<file path="src/tli_pkg.sv">
`timescale 1ns / 1ps
// ----------------------------------------------------------------------------
// tli_pkg
// Shared types and codes for the table linear interpolator.
// ----------------------------------------------------------------------------
package tli_pkg;

    // knot store depth; the interpolator's index and size widths are sized for it
    localparam int TABLE_DEPTH = 256;

    localparam logic ACT_WRITE = 1'b0;
    localparam logic ACT_QUERY = 1'b1;

    localparam logic [1:0] REGION_INSIDE = 2'd0;
    localparam logic [1:0] REGION_LOW    = 2'd1;
    localparam logic [1:0] REGION_HIGH   = 2'd2;
    localparam logic [1:0] REGION_ZERO   = 2'd3;

    localparam int WEIGHT_W = 17;
    localparam logic [WEIGHT_W-1:0] WEIGHT_ONE = 17'd65536;

    typedef struct packed {
        logic        start;
        logic [32:0] num;
        logic [32:0] den;
    } div_req_t;

    typedef struct packed {
        logic                done;
        logic [WEIGHT_W-1:0] weight;
    } div_rsp_t;

endpackage

</file>
<file path="src/tli_div.sv">
`timescale 1ns / 1ps
// ----------------------------------------------------------------------------
// tli_div
// Restoring divider for the Q1.16 weight, one quotient bit per cycle,
// rounded half up and saturated at one.
// ----------------------------------------------------------------------------
module tli_div (
    input  logic               clk,
    input  logic               rst_n,
    input  tli_pkg::div_req_t  req,
    output tli_pkg::div_rsp_t  rsp
);
    import tli_pkg::*;

    logic                busy_reg, busy_next;
    logic                done_reg, done_next;
    logic [4:0]          cnt_reg, cnt_next;
    logic [51:0]         rem_reg, rem_next;
    logic [51:0]         dsh_reg, dsh_next;
    logic [WEIGHT_W-1:0] quo_reg, quo_next;
    logic                ovf_reg, ovf_next;
    logic [WEIGHT_W-1:0] w_reg, w_next;
    logic                ge;

    assign ge = (rem_reg >= dsh_reg);

    always_comb
    begin
        busy_next = busy_reg;
        done_next = 1'b0;
        cnt_next  = cnt_reg;
        rem_next  = rem_reg;
        dsh_next  = dsh_reg;
        quo_next  = quo_reg;
        ovf_next  = ovf_reg;
        w_next    = w_reg;
        if (req.start)
        begin
            busy_next = 1'b1;
            cnt_next  = 5'd17;
            // numerator scaled by 2^17 plus den, divisor 2*den: rounds half up
            rem_next  = ({19'd0, req.num} << 17) + {19'd0, req.den};
            dsh_next  = {19'd0, req.den} << 18;
            quo_next  = '0;
            ovf_next  = 1'b0;
        end
        else if (busy_reg)
        begin
            if (ge)
                rem_next = rem_reg - dsh_reg;
            dsh_next = dsh_reg >> 1;
            if (cnt_reg == 5'd17)
                ovf_next = ge;
            else
                quo_next = {quo_reg[WEIGHT_W-2:0], ge};
            if (cnt_reg == 5'd0)
            begin
                busy_next = 1'b0;
                done_next = 1'b1;
                if (ovf_reg || ({quo_reg[WEIGHT_W-2:0], ge} > WEIGHT_ONE))
                    w_next = WEIGHT_ONE;
                else
                    w_next = {quo_reg[WEIGHT_W-2:0], ge};
            end
            else
                cnt_next = cnt_reg - 5'd1;
        end
    end

    always_ff @(posedge clk or negedge rst_n)
    begin
        if (!rst_n)
        begin
            busy_reg <= 1'b0;
            done_reg <= 1'b0;
        end
        else
        begin
            busy_reg <= busy_next;
            done_reg <= done_next;
            cnt_reg  <= cnt_next;
            rem_reg  <= rem_next;
            dsh_reg  <= dsh_next;
            quo_reg  <= quo_next;
            ovf_reg  <= ovf_next;
            w_reg    <= w_next;
        end
    end

    assign rsp.done   = done_reg;
    assign rsp.weight = w_reg;

endmodule

</file>
<file path="config.mk">
export PLATFORM = sky130hd
export DESIGN_NAME = tli_div
export DESIGN_NICKNAME = d
export VERILOG_FILES = /design/src/tli_pkg.sv /design/src/tli_div.sv
export SDC_FILE = /design/constraint.sdc
export NUM_CORES = 1
export LEC_CHECK = 0
export ABC_AREA = 1
export ABC_CLOCK_PERIOD_IN_PS = 7900
export BUFFER_PORTS_ARGS = -buffer_cell sky130_fd_sc_hd__buf_2
export CAP_MARGIN = 20
export CELL_PAD_IN_SITES_DETAIL_PLACEMENT = 0
export CELL_PAD_IN_SITES_GLOBAL_PLACEMENT = 2
export CORE_MARGIN = 10
export CORE_UTILIZATION = 38
export DETAILED_ROUTE_END_ITERATION = 16
export HOLD_SLACK_MARGIN = 0.02
export PLACE_DENSITY_LB_ADDON = 0.25
export REMOVE_ABC_BUFFERS = 1
export SETUP_SLACK_MARGIN = 0.5
export SYNTH_ARGS = -nofsm -noshare
export SYNTH_HDL_FRONTEND = slang
export SYNTH_SLANG_ARGS = --single-unit
</file>
<file path="constraint.sdc">
create_clock -name clk -period 7.9 [get_ports clk]
set_input_delay 1.185 -clock clk [delete_from_list [all_inputs] [get_ports clk]]
set_output_delay 1.185 -clock clk [all_outputs]
set_load 0.01 [all_outputs]
</file>
After elaboration in Yosys (flattened, before gate mapping)
Cells that the tools add are included.
W data, S select, Z words.

operators by class
  mux-type cells = 17
  bitwise operators = 1
  reductions and logical operators = 7
  $add $sub $neg = 3
  eq/ne operators = 1
  $lt $le $gt $ge = 2

operators with widths
  cell                    number
  $mux W52                4
  $ge A52 B52 Y1          1
  $sub A52 B52 Y52        1
  $add A50 B33 Y51        1
  $mux W51                1
  $mux W17                2
  $gt A17 B17 Y1 const B  1
  $mux W5                 2
  $mux W1                 8
  $eq A5 B5 Y1 const B    1
  $logic_not A5 Y1        1
  $sub A5 B1 Y5 const B   1
  $reduce_and A4 Y1       1
  $reduce_bool A2 Y1      2
  $reduce_and A3 Y1       1
  $reduce_and A2 Y1       1
  $logic_or A1 B1 Y1      1
  $not A1 Y1              1

word-level totals
  bits in registers = 146
  output and inout port bits = 18
  input port bits = 69

Depth between registers and ports, before layout
  depth in word-level cells = 4
  depth in mapped cells = 16

Worst setup path before layout
OpenSTA, ideal clock, no wires.

  path kind = input to register
  start point = in req[66] (netlist name)
  end point = reg rem_reg[0], enable pin
  path slack = 2.832 ns
  arrival time = 4.661 ns
  cell stages on the path = 5
  path buffers = 1
  data required time = 7.494 ns
  library setup time = 0.406 ns
  cell sequence = clkinv_1 clkbuf_1 a21oi_1 o21ai_0 inv_1

on the way
  cells in the longest elaborated chain, start to end = 2
  elaborated cells between the ends (all ways) = 3
  classes of those cells = 3 x reduce/logical

RTL lines
  what                             line           source
  start: declaration               tli_div.sv:10  input tli_pkg::div_req_t req,
  $reduce_bool A2 Y1 (no line)     n/a
  $reduce_and A3 Y1 (no line) (*)  n/a
  end signal: assignment           tli_div.sv:82  rem_reg <= rem_next;
  end: declaration                 tli_div.sv:18  logic [51:0] rem_reg, rem_next;

Mark *: on every way between the ends. The rest lies on a longest branch, timed or not.
A chain may end at the register's enable or synchronous reset.

Worst setup path after layout
  start point = reg dsh_reg[35]
  end point = reg rem_reg[17], enable pin

on the way
  cells in the longest elaborated chain, start to end = 3

RTL lines
  what                          line           source
  start: declaration            tli_div.sv:19  logic [51:0] dsh_reg, dsh_next;
  start signal: assignment      tli_div.sv:83  dsh_reg <= dsh_next;
  $ge A52 B52 Y1                tli_div.sv:25  assign ge = (rem_reg >= dsh_reg);
  $reduce_bool A2 Y1 (no line)  n/a
  $reduce_and A3 Y1 (no line)   n/a

Every way passes these cells.

==> out/qor.yml <==
route:
  viasPerCell: 5.25
  wire_per_inst_um: 19.4
  drt_first_pass_iters: 5
  vias: 11300
  antenna_left: 0
  drtIter0Drc: 947
  wl_mm: 42.0
  drc: 0
power:
  pwr_density_cell_mw_per_mm2: 215
  power.leakage_nw: 6.28
  sw_frac_of_total_pct: 37.9
  clkPwrFrac_pct: 33.3
  internal_power_mw: 1.77
  peakVddDrop_mv: 0.167
  p_sw_mw: 1.08
  p_seq_share_pct: 34.1
  p_comb_share_pct: 32.6
logic_synthesis:
  synth_area_leaders: "edfxtp_1, nand2_1, inv_1"
  synth_edf_count: 143
  ys_seq_elements: 145
  syn_inst: 1676
  syn_area_mm2: 0.0118
  yosysWarningCount: 0
  ys.flop_type: "edfxtp_1"
  ys_seq_area_share_pct: 36.9
  synth_top_area_share_pct: 36.5
  syn_avg_cell_area_um2: 7.02
  synth.largest_area_cell: "edfxtp_1"
  ys_types: 40
  ys_async_sr_fraction_pct: 1.38
cells_and_area:
  area_delta_synth_final_pct: 12.9
  diodes: 0
  drive_gt1_share_pct: 10.2
  final_cell_area_mm2: 0.0133
  final_nets: 1895
grt:
  grt_use_met1_pct: 28.2
  grt_pass1_vias: 11200
  grt_pass1_wl_mm: 64.3
  gr-total-overflow: 0
  grtUsageMet3_pct: 3.50
  busiest_layer: "met2"
  grt_start_max_net_pins: 85
  grt_usage_pct: 21.7
  grtUsageMet2_pct: 35.5
  antenna_found_initial: 0
clock_tree:
  cts.sinks: 145
  clock_latency_ns: 0.45
  cts_tree: "done"
  postCtsHoldBufs: 0
  cts-root-buf: "clkbuf_16"
  numCtsBuffers: 17
  clkTransAtPathRegs_ns: 0.07
  h-tree-depth: 4
  cts_resized: 0
  clockBufferDepth: 2
  post-cts-setup-buffers: 0
sta:
  fin_crit_ns: 3.22
  setup_viol: 0
  max_slew_margin_pct: 42.4
  fin_crit_sh_pct: 40.8
  drv_slew: 0
  max_freq_ghz: 0.310
  rsz0062_at_grt: "false"
  fin_setup_tns_ns: 0
  final.setup_skew_ns: 0.0126
  worstMarginPinSlew_ns: 0.864
  finalHoldViolCount: 0
worst_setup_path:
  reg2reg_slack_ns: 4.68
  end_kind: "flip-flop"
  critPathMaxFanout: 52
  path_class: "reg2reg"
  cp_data_required_time_ns: 7.98
  startpoint_type: "flip-flop"
  cp.arrival_ns: 3.30
  reg2reg_to: "rem_reg[17]$_DFFE_PP_"
  r2r-start: "dsh_reg[35]$_DFFE_PP_"
  worst_r2r_path_depth: 11
hold_path:
  hold_path.startpoint: "dsh_reg[36]$_DFFE_PP_"
  hold_depth: 2
  hold_path_end: "dsh_reg[35]$_DFFE_PP_"
  min_path_type: "reg2reg"
floorplan:
  die-area_mm2: 0.0384
  boundaryPins: 87
  die_w_um: 196
  die_h_um: 196
  design.core.area_mm2: 0.0306
  rows: 64
  start_util_pct: 38.5
placement:
  gp_congestion: 0.922
  port_buffers: 86
  dp_hpwl_mm: 33.6
  placed_area_mm2: 0.0126
run_status:
  status: "complete, no violations"
job:
  maxCapViolCount: 0
==> critical path, stage by stage, from the launching register on <==
cell and delay, ns:
edfxtp_1 0.57, inv_1 0.09, ha_1 0.42, nand2_2 0.12
nor2_1 0.15, nand2_1 0.12, nor2_1 0.16, nand4_1 0.16
nand3_1 0.23, o21ai_0 0.13, inv_2 0.06, buf_4 0.60
==> synthesized netlist by cell type (all sizes together) (2+ instances only) <==
| master | count |
|---|---|
| a21boi | 2 |
| a21o | 3 |
| a21oi | 156 |
| and2 | 5 |
| buf | 8 |
| clkbuf | 27 |
| dfrtp | 2 |
| edfxtp | 143 |
| fa | 2 |
| ha | 70 |
| inv | 263 |
| nand2 | 468 |
| nand3 | 119 |
| nand3b | 2 |
| nand4 | 35 |
| nor2 | 147 |
| nor3 | 16 |
| nor4 | 11 |
| o21a | 6 |
| o21ai | 148 |
| o21bai | 15 |
| o31ai | 4 |
| or2 | 7 |
| xnor2 | 4 |
| xor2 | 10 |
==> power groups by stage <==
stage | clock [mW] | sequential [mW] | combinational [mW]
after floorplan | 0 | 0.978 | 0.614
after global placement | 0 | 0.987 | 0.911
after detailed placement | 0 | 0.988 | 0.915
after CTS | 0.960 | 0.972 | 0.919
after global routing | 0.991 | 0.980 | 1.04
final | 0.950 | 0.973 | 0.928
==> worst max path at each step <==
stage	startpoint	end
CTS	dsh_reg[17]$_SDFFCE_PP0P_	rem_reg[18]$_DFFE_PP_
detailed placement	req[17]	rem_reg[47]$_DFFE_PP_
floorplan	req[66]	rem_reg[0]$_DFFE_PP_
global route	dsh_reg[38]$_DFFE_PP_	rem_reg[17]$_DFFE_PP_
global placement	req[17]	rem_reg[47]$_DFFE_PP_
finish	dsh_reg[35]$_DFFE_PP_	rem_reg[17]$_DFFE_PP_
==> cells by family (layout without fill, tap and decap cells) <==
| kind of cell | Yosys count | count (layout) | share of synthesized area (%) |
|---|---|---|---|
| buf+inv | 299 | 390 | 9.71 |
| flops | 145 | 145 | 36.9 |
| xor+xnor | 14 | 14 | 1.04 |
| fa+ha+maj | 72 | 72 | 7.78 |
| simple gates | 810 | 810 | 29.4 |
| compound gates | 336 | 336 | 15.2 |
==> metal layers <==
| layer | share of wire (%) | routed length (um) |
|---|---|---|
| met3 | 6.1 | 2550 |
| met1 | 45 | 18800 |
| met4 | 3.1 | 1300 |
| met2 | 46 | 19300 |
| met5 | 0 | 0 |
==> layout by cell type (no fill, tap or decap), types with 5 or more instances in the layout <==
cell	count
and2_1	5
ha_1	70
inv_1	257
inv_6	6
o21bai_1	15
buf_2	85
inv_2	6
nor3_1	12
nand2_2	8
clkbuf_16	17
nand2_1	459
nand3_1	118
nor4_1	11
or2_2	7
nor2_2	16
edfxtp_1	143
nand4_1	34
xor2_1	10
a21oi_1	151
o21ai_0	141
o21a_1	6
buf_4	9
nor2_1	131
==> final cells by class <==
| type | instances | area, um2 |
|---|---|---|
| fillers | 3270 | 17300 |
| clock inverters | 15 | 234 |
| well taps | 396 | 495 |
| repair buffers | 94 | 493 |
| multi-input cells | 1232 | 6300 |
| flip-flops and latches | 145 | 4350 |
| inverters | 264 | 993 |
| clock buffers | 17 | 425 |
==> through the flow <==
stage	power (mW)	setup WS, ns	cells	util [%]	hold slack, ns
CTS	2.85	4.71	2163	43.4	0.585
finish	2.85	4.68	2163	43.4	0.580
detailed placement	1.90	4.43	2131	41.3	0.568
global route	3.01	4.44	2163	43.4	0.609
global placement	1.90	4.46	2131	41.3	0.560
floorplan	1.59	0.938	1641	-	0.540
(Power assumes the default switching activity.)
